File: src/sv/imutcf_pkg.sv
// Shared types, constants and helper functions for the IMU tilt complementary filter.
// Used by the controller, the datapath, the angle lanes and the top level. No dependencies.
`default_nettype none
package imutcf_pkg;

    localparam int ANGLE_FRAC_BITS = 16;
    localparam int CORDIC_STEPS    = 16;
    localparam int TABLE_FRAC      = 24;
    localparam int ONE_G           = 16384;
    localparam int GAIN_ONE        = 32768;
    localparam int GAIN_SHIFT      = 15;
    localparam int GYRO_DIV        = 131000;
    localparam int GYRO_HALF       = GYRO_DIV / 2;

    // The gyro step divider finishes during the CORDIC iterations.
    localparam int ITER_CYCLES = CORDIC_STEPS;
    localparam int CNT_W       = ($clog2(ITER_CYCLES + 1) > 5) ? $clog2(ITER_CYCLES + 1) : 5;
    localparam int MUL_STEPS   = 7;
    localparam int NUM_W       = 32 + ANGLE_FRAC_BITS;
    localparam int QUO_W       = ANGLE_FRAC_BITS + 15;
    localparam int REM_W       = 20;
    localparam int RECIP_SHIFT = 32;
    localparam int RECIP_W     = ANGLE_FRAC_BITS + 16;
    localparam int XY_W        = 42;
    localparam int Z_W         = 34;
    localparam int EST_W       = ANGLE_FRAC_BITS + 14;
    localparam int ACC_W       = ANGLE_FRAC_BITS + 10;
    localparam int DIFF_W      = EST_W + 1;
    localparam int PROD_W      = EST_W + 18;
    localparam int SAT_W       = EST_W + 19;
    localparam int Z_SHIFT     = TABLE_FRAC - ANGLE_FRAC_BITS;
    localparam int Z_HALF      = (Z_SHIFT > 0) ? (1 << (Z_SHIFT - 1)) : 0;
    localparam int DEG_W       = 14;

    // Reciprocal of the gyro divisor, scaled so that the estimate undershoots by
    // less than two; the remainder then corrects it.
    localparam logic [RECIP_W-1:0] GYRO_RECIP =
        RECIP_W'((longint'(1) << (RECIP_SHIFT + ANGLE_FRAC_BITS)) / GYRO_DIV);

    localparam logic signed [EST_W-1:0] ANGLE_LIM =
        EST_W'(longint'(4096) << ANGLE_FRAC_BITS);
    localparam logic signed [Z_W-1:0] Z_HALF_TURN = Z_W'(longint'(180) << TABLE_FRAC);

    typedef enum logic [2:0] {
        MS_RATE_X,
        MS_RATE_Y,
        MS_ACC_X,
        MS_ACC_Y,
        MS_ACC_Z,
        MS_HI,
        MS_LO
    } t_mul_sel;

    typedef enum logic [2:0] {
        S_IDLE,
        S_MUL,
        S_LOAD,
        S_ITER,
        S_PRED,
        S_PROD,
        S_BLEND,
        S_DONE
    } t_state;

    typedef struct packed {
        logic             in_load;
        logic             mul_en;
        t_mul_sel         mul_sel;
        logic             iter_load;
        logic             iter_en;
        logic [CNT_W-1:0] iter_idx;
        logic             pred_en;
        logic             prod_en;
        logic             blend_en;
        logic             out_load;
    } t_dp_cmd;

    // atan(2^-i) in degrees with 24 fraction bits.
    function automatic logic signed [Z_W-1:0] atan_q24(input logic [4:0] idx);
        case (idx)
            5'd0:    return Z_W'(754974720);
            5'd1:    return Z_W'(445687602);
            5'd2:    return Z_W'(235489088);
            5'd3:    return Z_W'(119537938);
            5'd4:    return Z_W'(60000934);
            5'd5:    return Z_W'(30029717);
            5'd6:    return Z_W'(15018523);
            5'd7:    return Z_W'(7509720);
            5'd8:    return Z_W'(3754917);
            5'd9:    return Z_W'(1877466);
            5'd10:   return Z_W'(938734);
            5'd11:   return Z_W'(469367);
            5'd12:   return Z_W'(234684);
            5'd13:   return Z_W'(117342);
            5'd14:   return Z_W'(58671);
            5'd15:   return Z_W'(29335);
            5'd16:   return Z_W'(14668);
            5'd17:   return Z_W'(7334);
            5'd18:   return Z_W'(3667);
            5'd19:   return Z_W'(1833);
            5'd20:   return Z_W'(917);
            5'd21:   return Z_W'(458);
            5'd22:   return Z_W'(229);
            5'd23:   return Z_W'(115);
            default: return '0;
        endcase
    endfunction

    // Clamp a wide angle to +-4096 degrees.
    function automatic logic signed [EST_W-1:0] sat_angle(input logic signed [SAT_W-1:0] v);
        if (v > SAT_W'(ANGLE_LIM)) begin
            return ANGLE_LIM;
        end else if (v < -SAT_W'(ANGLE_LIM)) begin
            return -ANGLE_LIM;
        end
        return EST_W'(v);
    endfunction

endpackage
`default_nettype wire

File: src/sv/imutcf_ctrl.sv
// Sequencing state machine of the IMU tilt filter: steps the datapath through multiply,
// load, iterate, predict, product, blend and output phases. Depends on imutcf_pkg.
`default_nettype none
module imutcf_ctrl (
    input  wire logic               i_clk,
    input  wire logic               i_rst_n,
    input  wire logic               i_in_valid,
    output logic                    o_in_ready,
    input  wire logic               i_out_ready,
    output logic                    o_out_valid,
    output imutcf_pkg::t_dp_cmd     o_cmd
);

    localparam int MSW = $bits(imutcf_pkg::t_mul_sel);

    imutcf_pkg::t_state r_state, n_state;
    logic [imutcf_pkg::CNT_W-1:0] r_cnt, n_cnt;
    logic r_out_valid, n_out_valid;

    always_ff @(posedge i_clk) begin
        if (!i_rst_n) begin
            r_state     <= imutcf_pkg::S_IDLE;
            r_cnt       <= '0;
            r_out_valid <= 1'b0;
        end else begin
            r_state     <= n_state;
            r_cnt       <= n_cnt;
            r_out_valid <= n_out_valid;
        end
    end

    always_comb begin
        n_state    = r_state;
        n_cnt      = r_cnt;
        o_in_ready = 1'b0;
        o_cmd      = '0;
        o_cmd.mul_sel  = imutcf_pkg::t_mul_sel'(r_cnt[MSW-1:0]);
        o_cmd.iter_idx = r_cnt;
        unique case (r_state)
            imutcf_pkg::S_IDLE: begin
                o_in_ready = 1'b1;
                if (i_in_valid) begin
                    o_cmd.in_load = 1'b1;
                    n_cnt   = '0;
                    n_state = imutcf_pkg::S_MUL;
                end
            end
            imutcf_pkg::S_MUL: begin
                o_cmd.mul_en = 1'b1;
                if (r_cnt == imutcf_pkg::CNT_W'(imutcf_pkg::MUL_STEPS - 1)) begin
                    n_cnt   = '0;
                    n_state = imutcf_pkg::S_LOAD;
                end else begin
                    n_cnt = r_cnt + 1'b1;
                end
            end
            imutcf_pkg::S_LOAD: begin
                o_cmd.iter_load = 1'b1;
                n_cnt   = '0;
                n_state = imutcf_pkg::S_ITER;
            end
            imutcf_pkg::S_ITER: begin
                o_cmd.iter_en = 1'b1;
                if (r_cnt == imutcf_pkg::CNT_W'(imutcf_pkg::ITER_CYCLES - 1)) begin
                    n_cnt   = '0;
                    n_state = imutcf_pkg::S_PRED;
                end else begin
                    n_cnt = r_cnt + 1'b1;
                end
            end
            imutcf_pkg::S_PRED: begin
                o_cmd.pred_en = 1'b1;
                n_state = imutcf_pkg::S_PROD;
            end
            imutcf_pkg::S_PROD: begin
                o_cmd.prod_en = 1'b1;
                n_state = imutcf_pkg::S_BLEND;
            end
            imutcf_pkg::S_BLEND: begin
                o_cmd.blend_en = 1'b1;
                n_state = imutcf_pkg::S_DONE;
            end
            imutcf_pkg::S_DONE: begin
                if (!r_out_valid || i_out_ready) begin
                    o_cmd.out_load = 1'b1;
                    n_state = imutcf_pkg::S_IDLE;
                end
            end
            default: n_state = imutcf_pkg::S_IDLE;
        endcase
    end

    always_comb begin
        if (o_cmd.out_load) begin
            n_out_valid = 1'b1;
        end else if (i_out_ready) begin
            n_out_valid = 1'b0;
        end else begin
            n_out_valid = r_out_valid;
        end
    end

    assign o_out_valid = r_out_valid;

endmodule
`default_nettype wire

File: config.mk
export PLATFORM = sky130hd
export DESIGN_NAME = imutcf_ctrl
export DESIGN_NICKNAME = d
export VERILOG_FILES = /design/src/sv/imutcf_pkg.sv /design/src/sv/imutcf_ctrl.sv
export SDC_FILE = /design/constraint.sdc
export NUM_CORES = 1
export LEC_CHECK = 0
export BUFFER_PORTS_ARGS = -buffer_cell sky130_fd_sc_hd__buf_2
export CORE_MARGIN = 5
export CORE_UTILIZATION = 25
export CTS_CLUSTER_SIZE = 25
export DETAILED_ROUTE_END_ITERATION = 10
export PLACE_DENSITY = 0.54
export SYNTH_ARGS = -nofsm -noshare
export SYNTH_HDL_FRONTEND = slang
export SYNTH_SLANG_ARGS = --single-unit
File: constraint.sdc
create_clock -name i_clk -period 4.4 [get_ports i_clk]
set_input_delay 0.66 -clock i_clk [delete_from_list [all_inputs] [get_ports i_clk]]
set_output_delay 0.66 -clock i_clk [all_outputs]
set_load 0.01 [all_outputs]
==> results.txt, run 1 <==
Status: completed
Num rows: 18
Max Fclk: 480 MHz
Vias in the first global route: 472
CTS buffer count: 3
Final Slew Violations: 0
Synth Flop Type: dfxtp_1
IO Port Bufs: 21
Worst rel slew slack: 0.677
RSZ-0062 raised after global routing: false
Nets@finish: 102
Hold Buf Count CTS: 0
Residual DRC: 0
First-pass GRT wire length: 2.08 mm
Antenna Cells: 0
Synth area leader: dfxtp_1
Clock sink count: 9
FFs w/ async S/R, synth: 0
GRT Total Usage: 0.0788
Warnings, synthesis: 0
Seq/Total Area, Yosys: 0.293
Routed WL: 1.33 mm
P&R area growth vs syn: 20.4%
GPL Wtd Cong: 0.730
Clock Path Buffers: 2
Clock-pin transition on the worst setup and hold timing paths: 70 ps
Syn_area_per_cell: 8.19 µm²
Post-Synthesis Cells: 75
Remaining global-route overflow: 0
Setup CP Type: flip-flop to primary output
Setup TNS: 0 ps
Final Hold Viols: 0
Tmin final: 2080 ps
Initial Util: 0.255
Final Power: 172 µW
Tcrit/Tclk final: 0.473
Dominant cells by area after synthesis: dfxtp_1, ha_1, buf_4
Die height: 59.6 µm
Critical Path AT: 1420 ps
Fraction of layout cells with a size suffix above 1: 0.323
Core Footprint: 2410 µm²
VDD IR-drop max: 0.0000994 V
Slack of the worst reg-to-reg path: 2690 ps
Fin area: 739 µm²
CTS resizes: 0
DR vias: 560
Yosys cell types: 33
Worst hold path depth: 2
Routed Antenna Nets: 0
DR vias/cell: 4.55
Leak: 0.000349 µW
Worst-path fanout max: 11
Critical path capture point type: primary output
Reg2reg path depth: 7
Post-synth EDFFs: 0
Worst-skew pair later-pin latency: 260 ps
Pin count of the biggest net entering global routing: 16
Root buf cell: clkbuf_4
DRT Pass-1 Iters: 3
H-tree levels: 1
CTS tree: built
Crit path launch type: flip-flop
Area after DPL: 713 µm²
Initial DRC Count: 14
Setup repair bufs after CTS: 0
Clock Skew: 8.05 ps
Slew @ Worst Pin: 485 ps
Initial antenna violation count: 0
Die span in x: 59.6 µm
Pwr Density: 233 nW/µm²
Min-delay worst type: flip-flop to flip-flop
Mapped Nets: 83
Mapped Area: 614 µm²
Finished Core Util: 0.307
Final Setup Violations: 0
WP data required: 3740 ps
Post-synth top area share: 0.293
Final worst-path setup slack: 2320 ps
WL/cell: 10.8 µm
I/O Pins: 22
Dpl ws: 2520 ps
Number of max-cap violations: 0
Die footprint: 3550 µm²
Number of synthesized register bits: 9
Detail Placement HPWL: 1.03 mm
## where the power goes
part / switching, µW / internal (µW)
Sequential: 3.92 / 83.4
Clock: 28.7 / 34.9
Combinational: 11.3 / 9.86
## cells in the mapped netlist (2+ instances only)
library cell,n
a21oi_1,2
and2_1,2
buf_2,2
buf_4,4
dfxtp_1,9
ha_1,4
inv_1,6
nand2_1,6
nand2b_1,2
nand3_1,3
nor2_1,8
nor2b_1,2
nor3_1,3
nor3b_1,3
## worst paths after layout
check,from,end
worst max-delay path,r_state[0]$_SDFFE_PN0P_,o_cmd[14]
worst min-delay path,r_cnt[3]$_SDFFE_PN0P_,r_cnt[3]$_SDFFE_PN0P_
worst max register to register,r_cnt[0]$_SDFFE_PN0P_,r_cnt[2]$_SDFFE_PN0P_
worst min register to register,r_cnt[3]$_SDFFE_PN0P_,r_cnt[3]$_SDFFE_PN0P_
## layout make-up
class / count / area [µm²]
multi-input combinational: 52 / 364
inverter: 7 / 26.3
clock buffer: 4 / 26.3
timing repair buffer: 21 / 105
tap: 30 / 37.5
fill: 259 / 1670
sequential: 9 / 180
## per-stage QoR
stage / cells / hold WS (ps)
floorplan: 75 / 521
global placement: 119 / 504
detailed placement: 119 / 512
CTS: 123 / 521
global route: 123 / 555
finish: 123 / 516
## kinds of logic (layout without fill, tap and decap cells)
kind of cell,count (synthesis),in the layout,synth area share
AO/OA/AOI/OAI,12,12,0.167
flip-flops,9,9,0.293
multiplexers,1,1,0.0163
buffers and inverters,14,32,0.114
adder cells (fa/ha/maj),4,4,0.0815
AND/OR/NAND/NOR,35,35,0.328
## metal layers
layer	share of wire	up-vias	GRT usage
met5	0	-	0
met4	0.011	0	0.0475
met3	0.040	2	0.0196
met2	0.48	7	0.120
met1	0.47	256	0.0992
li1	-	295	-
## placed cells by master, fill, tap and decap left out, types with 2 or more instances in the layout
| cell type | Yosys | final |
|---|---|---|
| buf_2 | 2 | 21 |
| dfxtp_1 | 9 | 9 |
| nor2_1 | 8 | 8 |
| inv_1 | 6 | 6 |
| nand2_1 | 6 | 6 |
| ha_1 | 4 | 4 |
| nand3_1 | 3 | 3 |
| nor3b_1 | 3 | 3 |
| nor3_1 | 3 | 3 |
| clkbuf_4 | 0 | 3 |
| nor2b_1 | 2 | 2 |
| and2_1 | 2 | 2 |
| nand2b_1 | 2 | 2 |
| a21oi_1 | 2 | 2 |
## state kept, by name (all words and copies together), names as in the netlist
register     cells
o_out_valid      1
r_state          3
r_cnt            5
## worst max-delay path: stages (launching register included)
cell and delay (ps):
dfxtp_1 530, or3b_4 450, inv_1 60, buf_2 120
Note: power is estimated with default switching activity, not from simulation.
==> run 2, diff against run 1 <==
--- a/config.mk
+++ b/config.mk
@@ -5,12 +5,13 @@
 export SDC_FILE = /design/constraint.sdc
 export NUM_CORES = 1
 export LEC_CHECK = 0
+export ABC_AREA = 1
 export BUFFER_PORTS_ARGS = -buffer_cell sky130_fd_sc_hd__buf_2
 export CORE_MARGIN = 5
 export CORE_UTILIZATION = 25
 export CTS_CLUSTER_SIZE = 25
 export DETAILED_ROUTE_END_ITERATION = 10
-export PLACE_DENSITY = 0.54
+export PLACE_DENSITY = 0.55
 export SYNTH_ARGS = -nofsm -noshare
 export SYNTH_HDL_FRONTEND = slang
 export SYNTH_SLANG_ARGS = --single-unit
==> constraint.sdc (replaced) <==
create_clock -name i_clk -period 1.8 [get_ports i_clk]
set_input_delay 0.27 -clock i_clk [delete_from_list [all_inputs] [get_ports i_clk]]
set_output_delay 0.27 -clock i_clk [all_outputs]
set_load 0.01 [all_outputs]
==> results.txt, run 2 <==
Status: completed
Critical Path, Cell by Cell: nand2_2 -> nor2_1 -> inv_1 -> nor2_1 -> buf_2
Fraction of layout cells with a size suffix above 1: 0.280 (-0.0429)
P&R area growth vs syn: 22.3%
Met3 Wirelength: 118 µm (+120%)
I/O Pins: 22 (unchanged)
Area of the multi-input gates: 338 µm² (-7.2%)
Critical path's slowest cell: dfxtp_1
Commonest cells in the netlist: inv_1, nand2_1, nor2_1, dfxtp_1, nand3_1
Num rows: 18 (unchanged)
Pwr Density: 719 nW/µm² (+210%)
Syn_area_per_cell: 6.42 µm² (-22%)
FFs w/ async S/R, synth: 0 (unchanged)
Worst rel slew slack: 0.819 (+0.143)
Die footprint: 3590 µm² (+1.2%)
Max stage delay on crit path: 470 ps (-60 ps)
Uppermost routed layer: met4
WP data required: 1530 ps (-2210 ps)
Critical path depth: 5 (+2)
Yosys cell types: 21 (-36%)
Number of fill cells: 275 (+6.2%)
Nets@finish: 127 (+25%)
Post-synth top area share: 0.289 (-0.00412)
WL met1: 627 µm (+0.64%)
Initial antenna violation count: 0 (unchanged)
Dominant cells by area after synthesis: dfxtp_1, inv_1, nand2_1
Remaining global-route overflow: 0 (unchanged)
Mapped Area: 623 µm² (+1.4%)
Detail Placement HPWL: 1.14 mm (+11%)
Final Setup Violations: 0 (unchanged)
Slew @ Worst Pin: 271 ps (-214 ps)
CTS buffer count: 3 (unchanged)
Critical path capture point type: primary output
Synth Flop Type: dfxtp_1
Warnings, synthesis: 0 (unchanged)
Met2 routed WL: 647 µm (+1.4%)
Root buf cell: clkbuf_4
Tcrit/Tclk final: 0.894
Post-Synthesis Cells: 97 (+29%)
Sequential Area: 180 µm² (unchanged)
GPL Wtd Cong: 0.736 (+0.75%)
Largest Register: r_cnt
Dpl ws: 253 ps (-2260 ps)
Die height: 59.9 µm (+0.60%)
Initial Util: 0.256 (+0.00124)
Number of synthesized register bits: 9 (unchanged)
Critical Path AT: 1340 ps (-80 ps)
Most common cell after layout, fill and taps aside: buf_2
Setup CP Type: flip-flop to primary output
Clock sink count: 9 (unchanged)
Tmin final: 1610 ps
Setup TNS: 0 ps (unchanged)
GRT Total Usage: 0.0879 (+0.00906)
Routed Antenna Nets: 0 (unchanged)
Reg2reg path depth: 11 (+4)
Routed WL: 1.42 mm (+6.8%)
Dpl cells: 144 (+21%)
Initial DRC Count: 22 (+8)
Number of max-cap violations: 0 (unchanged)
Worst path top cell family by delay: flip-flops
Final cell count without fillers: 148 (+20%)
WL/cell: 9.60 µm (-11%)
Finished Core Util: 0.313 (+0.00642)
Worst-skew pair later-pin latency: 260 ps (about the same)
First-pass GRT wire length: 2.35 mm (+13%)
Crit path launch type: flip-flop
DR vias: 639 (+14%)
VDD IR-drop max: 0.000402 V (+300%)
Worst hold path depth: 3 (+1)
Final Power: 548 µW (+220%)
Hold Buf Count CTS: 0 (unchanged)
H-tree levels: 1 (unchanged)
Clock Skew: 2.76 ps (-5.29 ps)
DRT Pass-1 Iters: 4 (+1)
Worst-path fanout max: 7 (-4)
Most frequent cells in the layout: buf_2, inv_1, nand2_1, nor2_1, dfxtp_1
Setup repair bufs after CTS: 0 (unchanged)
Max Fclk: 621 MHz
Final Hold Viols: 0 (unchanged)
Leak: 0.000442 µW (+27%)
IO Port Bufs: 21 (unchanged)
Core Footprint: 2430 µm² (+0.93%)
Crit path buf inv count: 2 (unchanged)
Final worst-path setup slack: 191 ps (-2130 ps)
Clock-pin transition on the worst setup and hold timing paths: 60 ps (about the same)
CTS resizes: 0 (unchanged)
Pin count of the biggest net entering global routing: 10 (-6)
Max FFs per register: 5 (unchanged)
Mapped Nets: 105 (+27%)
DR vias/cell: 4.32 (-5.2%)
Residual DRC: 0 (unchanged)
CTS tree: built
Worst Hold Launch: i_rst_n
Synth area leader: dfxtp_1
Final Slew Violations: 0 (unchanged)
Min-delay worst type: input port to flip-flop
Post-synth EDFFs: 0 (unchanged)
Die span in x: 59.9 µm (+0.60%)
Seq/Total Area, Yosys: 0.289 (-0.00412)
Critical Path Start: r_state[1]$_SDFFE_PN0P_
Vias in the first global route: 557 (+18%)
Clock Path Buffers: 2 (unchanged)
Most used cell, CP: nor2_1
RSZ-0062 raised after global routing: false
Worst r2r src: r_cnt[1]$_SDFFE_PN0P_
Antenna Cells: 0 (unchanged)
[run 2: cell type report]
| type | instances | area share |
|---|---|---|
| clock buffer | 4 | 0.0345 |
| timing repair buffer | 21 | 0.138 |
| inverter | 20 | 0.0985 |
| multi-input combinational | 64 | 0.443 |
| sequential | 9 | 0.236 |
| tap | 30 | 0.0493 |
[run 2: routing by layer]
layer  vias to the layer above  GRT usage
met4                         0     0.0665
li1                        341          -
met3                         2     0.0259
met1                       281      0.105
met2                        15      0.131
met5                         -          0
[run 2: path summary, 6_finish.rpt]
| path | end | slack (ps) |
|---|---|---|
| setup / recovery | o_cmd[0] | 190 |
| hold / removal | r_state[1]$_SDFFE_PN0P_ | 280 |
| setup reg to reg | r_state[0]$_SDFFE_PN0P_ | 250 |
| hold reg to reg | r_cnt[4]$_SDFFE_PN0P_ | 540 |
[run 2: where the power goes]
part / internal, µW / switching, µW
combinational: 57.5 / 98.4
clock: 85.5 / 72.3
sequential: 212 / 22.1
total: 355 / 193
[run 2: logic make-up (layout without fill, tap and decap cells)]
kind of cell	after synthesis	after routing	share of synthesized area
flip-flops	9	9	0.289
AND/OR/NAND/NOR	48	48	0.345
AO/OA/AOI/OAI	11	11	0.102
adder cells (fa/ha/maj)	4	4	0.0803
buffers and inverters	24	45	0.169
XOR/XNOR	1	1	0.0141
[run 2: worst reg2reg max path: stages, from the launching register on]
cell,delay [ps]
dfxtp_1,420
ha_1,220
nand3_1,100
inv_1,70
ha_1,130
inv_1,40
nand2_2,70
nand2_1,70
nor2_1,150
nand2_1,70
nand2_1,70
nor2_2,30
[run 2: metrics by stage]
stage	hold WS, ps	instance area (µm²)
after detailed placement	528	736
after global placement	524	736
after global routing	296	762
after CTS	275	762
after floorplan	368	623
final	277	762
==> run 3, diff against run 2 <==
--- a/config.mk
+++ b/config.mk
@@ -8,10 +8,10 @@
 export ABC_AREA = 1
 export BUFFER_PORTS_ARGS = -buffer_cell sky130_fd_sc_hd__buf_2
 export CORE_MARGIN = 5
-export CORE_UTILIZATION = 25
+export CORE_UTILIZATION = 30
 export CTS_CLUSTER_SIZE = 25
 export DETAILED_ROUTE_END_ITERATION = 10
-export PLACE_DENSITY = 0.55
+export PLACE_DENSITY = 0.63
 export SYNTH_ARGS = -nofsm -noshare
 export SYNTH_HDL_FRONTEND = slang
 export SYNTH_SLANG_ARGS = --single-unit
==> results.txt, run 3 (synthesis results as in run 2) <==
Status: completed
Max Fclk: 621 MHz (about the same)
Number of fill cells: 224 (-19%)
Pin count of the biggest net entering global routing: 10 (unchanged)
CTS resizes: 0 (unchanged)
Final Power: 543 µW (-1.0%)
CTS buffer count: 3 (unchanged)
First-pass GRT wire length: 2.36 mm (+0.30%)
Hold Buf Count CTS: 0 (unchanged)
P&R area growth vs syn: 22.9%
IO Port Bufs: 21 (unchanged)
Critical path's slowest cell: dfxtp_1
Crit path launch type: flip-flop
Clock-pin transition on the worst setup and hold timing paths: 60 ps (about the same)
Initial Util: 0.318 (+0.0614)
Largest Register: r_cnt
WL/cell: 9.13 µm (-4.9%)
Final Hold Viols: 0 (unchanged)
Pwr Density: 709 nW/µm² (-1.5%)
Critical Path AT: 1340 ps (about the same)
Routed WL: 1.33 mm (-6.2%)
DR vias/cell: 4.28 (-0.85%)
Tmin final: 1610 ps (+0.302 ps)
Number of max-cap violations: 0 (unchanged)
Area of the multi-input gates: 338 µm² (unchanged)
Num rows: 16 (-2)
GPL Wtd Cong: 0.792 (+7.6%)
Most used cell, CP: nor2_1
Antenna Cells: 0 (unchanged)
Min-delay worst type: input port to flip-flop
Routed Antenna Nets: 0 (unchanged)
DRT Pass-1 Iters: 3 (-1)
RSZ-0062 raised after global routing: false
Initial antenna violation count: 0 (unchanged)
Die height: 55.6 µm (-7.3%)
Most common cell after layout, fill and taps aside: buf_2
VDD IR-drop max: 0.000434 V (+8.1%)
Die span in x: 55.6 µm (-7.3%)
Final Setup Violations: 0 (unchanged)
Clock Path Buffers: 2 (unchanged)
Worst-path fanout max: 7 (unchanged)
Vias in the first global route: 581 (+4.3%)
Residual DRC: 0 (unchanged)
DR vias: 625 (-2.2%)
Max stage delay on crit path: 470 ps (about the same)
Critical path capture point type: primary output
WP data required: 1530 ps (about the same)
Worst rel slew slack: 0.825 (+0.00572)
Final Slew Violations: 0 (unchanged)
Clock Skew: 2.65 ps (-0.107 ps)
Fraction of layout cells with a size suffix above 1: 0.286 (+0.00605)
Tcrit/Tclk final: 0.894 (about the same)
Initial DRC Count: 4 (-82%)
Max FFs per register: 5 (unchanged)
Sequential Area: 180 µm² (unchanged)
Core Footprint: 1960 µm² (-19%)
H-tree levels: 1 (unchanged)
Leak: 0.000447 µW (+1.2%)
I/O Pins: 22 (unchanged)
GRT Total Usage: 0.0959 (+0.00803)
CTS tree: built
Critical Path, Cell by Cell: nand2_2 -> nor2_1 -> inv_1 -> nor2_1 -> buf_2
Worst-skew pair later-pin latency: 260 ps (about the same)
Setup CP Type: flip-flop to primary output
Remaining global-route overflow: 0 (unchanged)
Clock sink count: 9 (unchanged)
Die footprint: 3090 µm² (-14%)
Slew @ Worst Pin: 262 ps (-8.56 ps)
Setup TNS: 0 ps (unchanged)
Most frequent cells in the layout: buf_2, inv_1, nand2_1, nor2_1, dfxtp_1
Root buf cell: clkbuf_4
Detail Placement HPWL: 1.10 mm (-4.1%)
Setup repair bufs after CTS: 0 (unchanged)
Nets@finish: 128 (+0.79%)
==> run 3: worst paths after layout <==
check                                        startpoint                 endpoint  slack [ps]  depth (start not counted)
worst max-delay path            r_state[1]$_SDFFE_PN0P_                 o_cmd[0]         190                          5
worst min-delay path                            i_rst_n  r_state[1]$_SDFFE_PN0P_         270                          3
worst min register to register    r_cnt[4]$_SDFFE_PN0P_    r_cnt[4]$_SDFFE_PN0P_         530                          2
worst max register to register    r_cnt[1]$_SDFFE_PN0P_  r_state[0]$_SDFFE_PN0P_         300                         11
==> run 3: per-stage QoR <==
step                area [µm²]  hold WS (ps)  setup WS [ps]  utilization  cells
finish                     766           275            190        0.390    146
global route               766           286           39.2        0.390    146
CTS                        766           262            181        0.390    146
detailed placement         739           528            291        0.377    142
global placement           739           518            354        0.377    142
floorplan                  623           368            329            -     97
==> run 3: where the power goes <==
group / switching (µW) / internal (µW) / leakage, µW
combinational: 96.6 / 57.6 / 0.000359
sequential: 21.5 / 212 / 0.0000732
clock: 69.1 / 85.3 / 0.0000150
==> run 3: final cells by class <==
type	count	area share
multi-input combinational	64	0.441
sequential	9	0.235
timing repair buffer	22	0.147
inverter	20	0.0980
tap	27	0.0441
clock buffer	4	0.0343
==> run 3: per-layer routing <==
layer | global-route usage | wire, µm | vias to the layer above
li1 | - | - | 336
met1 | 0.0947 | 565 | 271
met2 | 0.162 | 633 | 14
met3 | 0.0348 | 98 | 4
met4 | 0.0729 | 36 | 0
met5 | 0 | 0 | -
==> run 3: worst max-delay path: cells and delay by family, from the launching register on <==
kind | cells | cell delay [ps]
buffers and inverters | 2 | 210
flip-flops | 1 | 470
AND/OR/NAND/NOR | 3 | 400
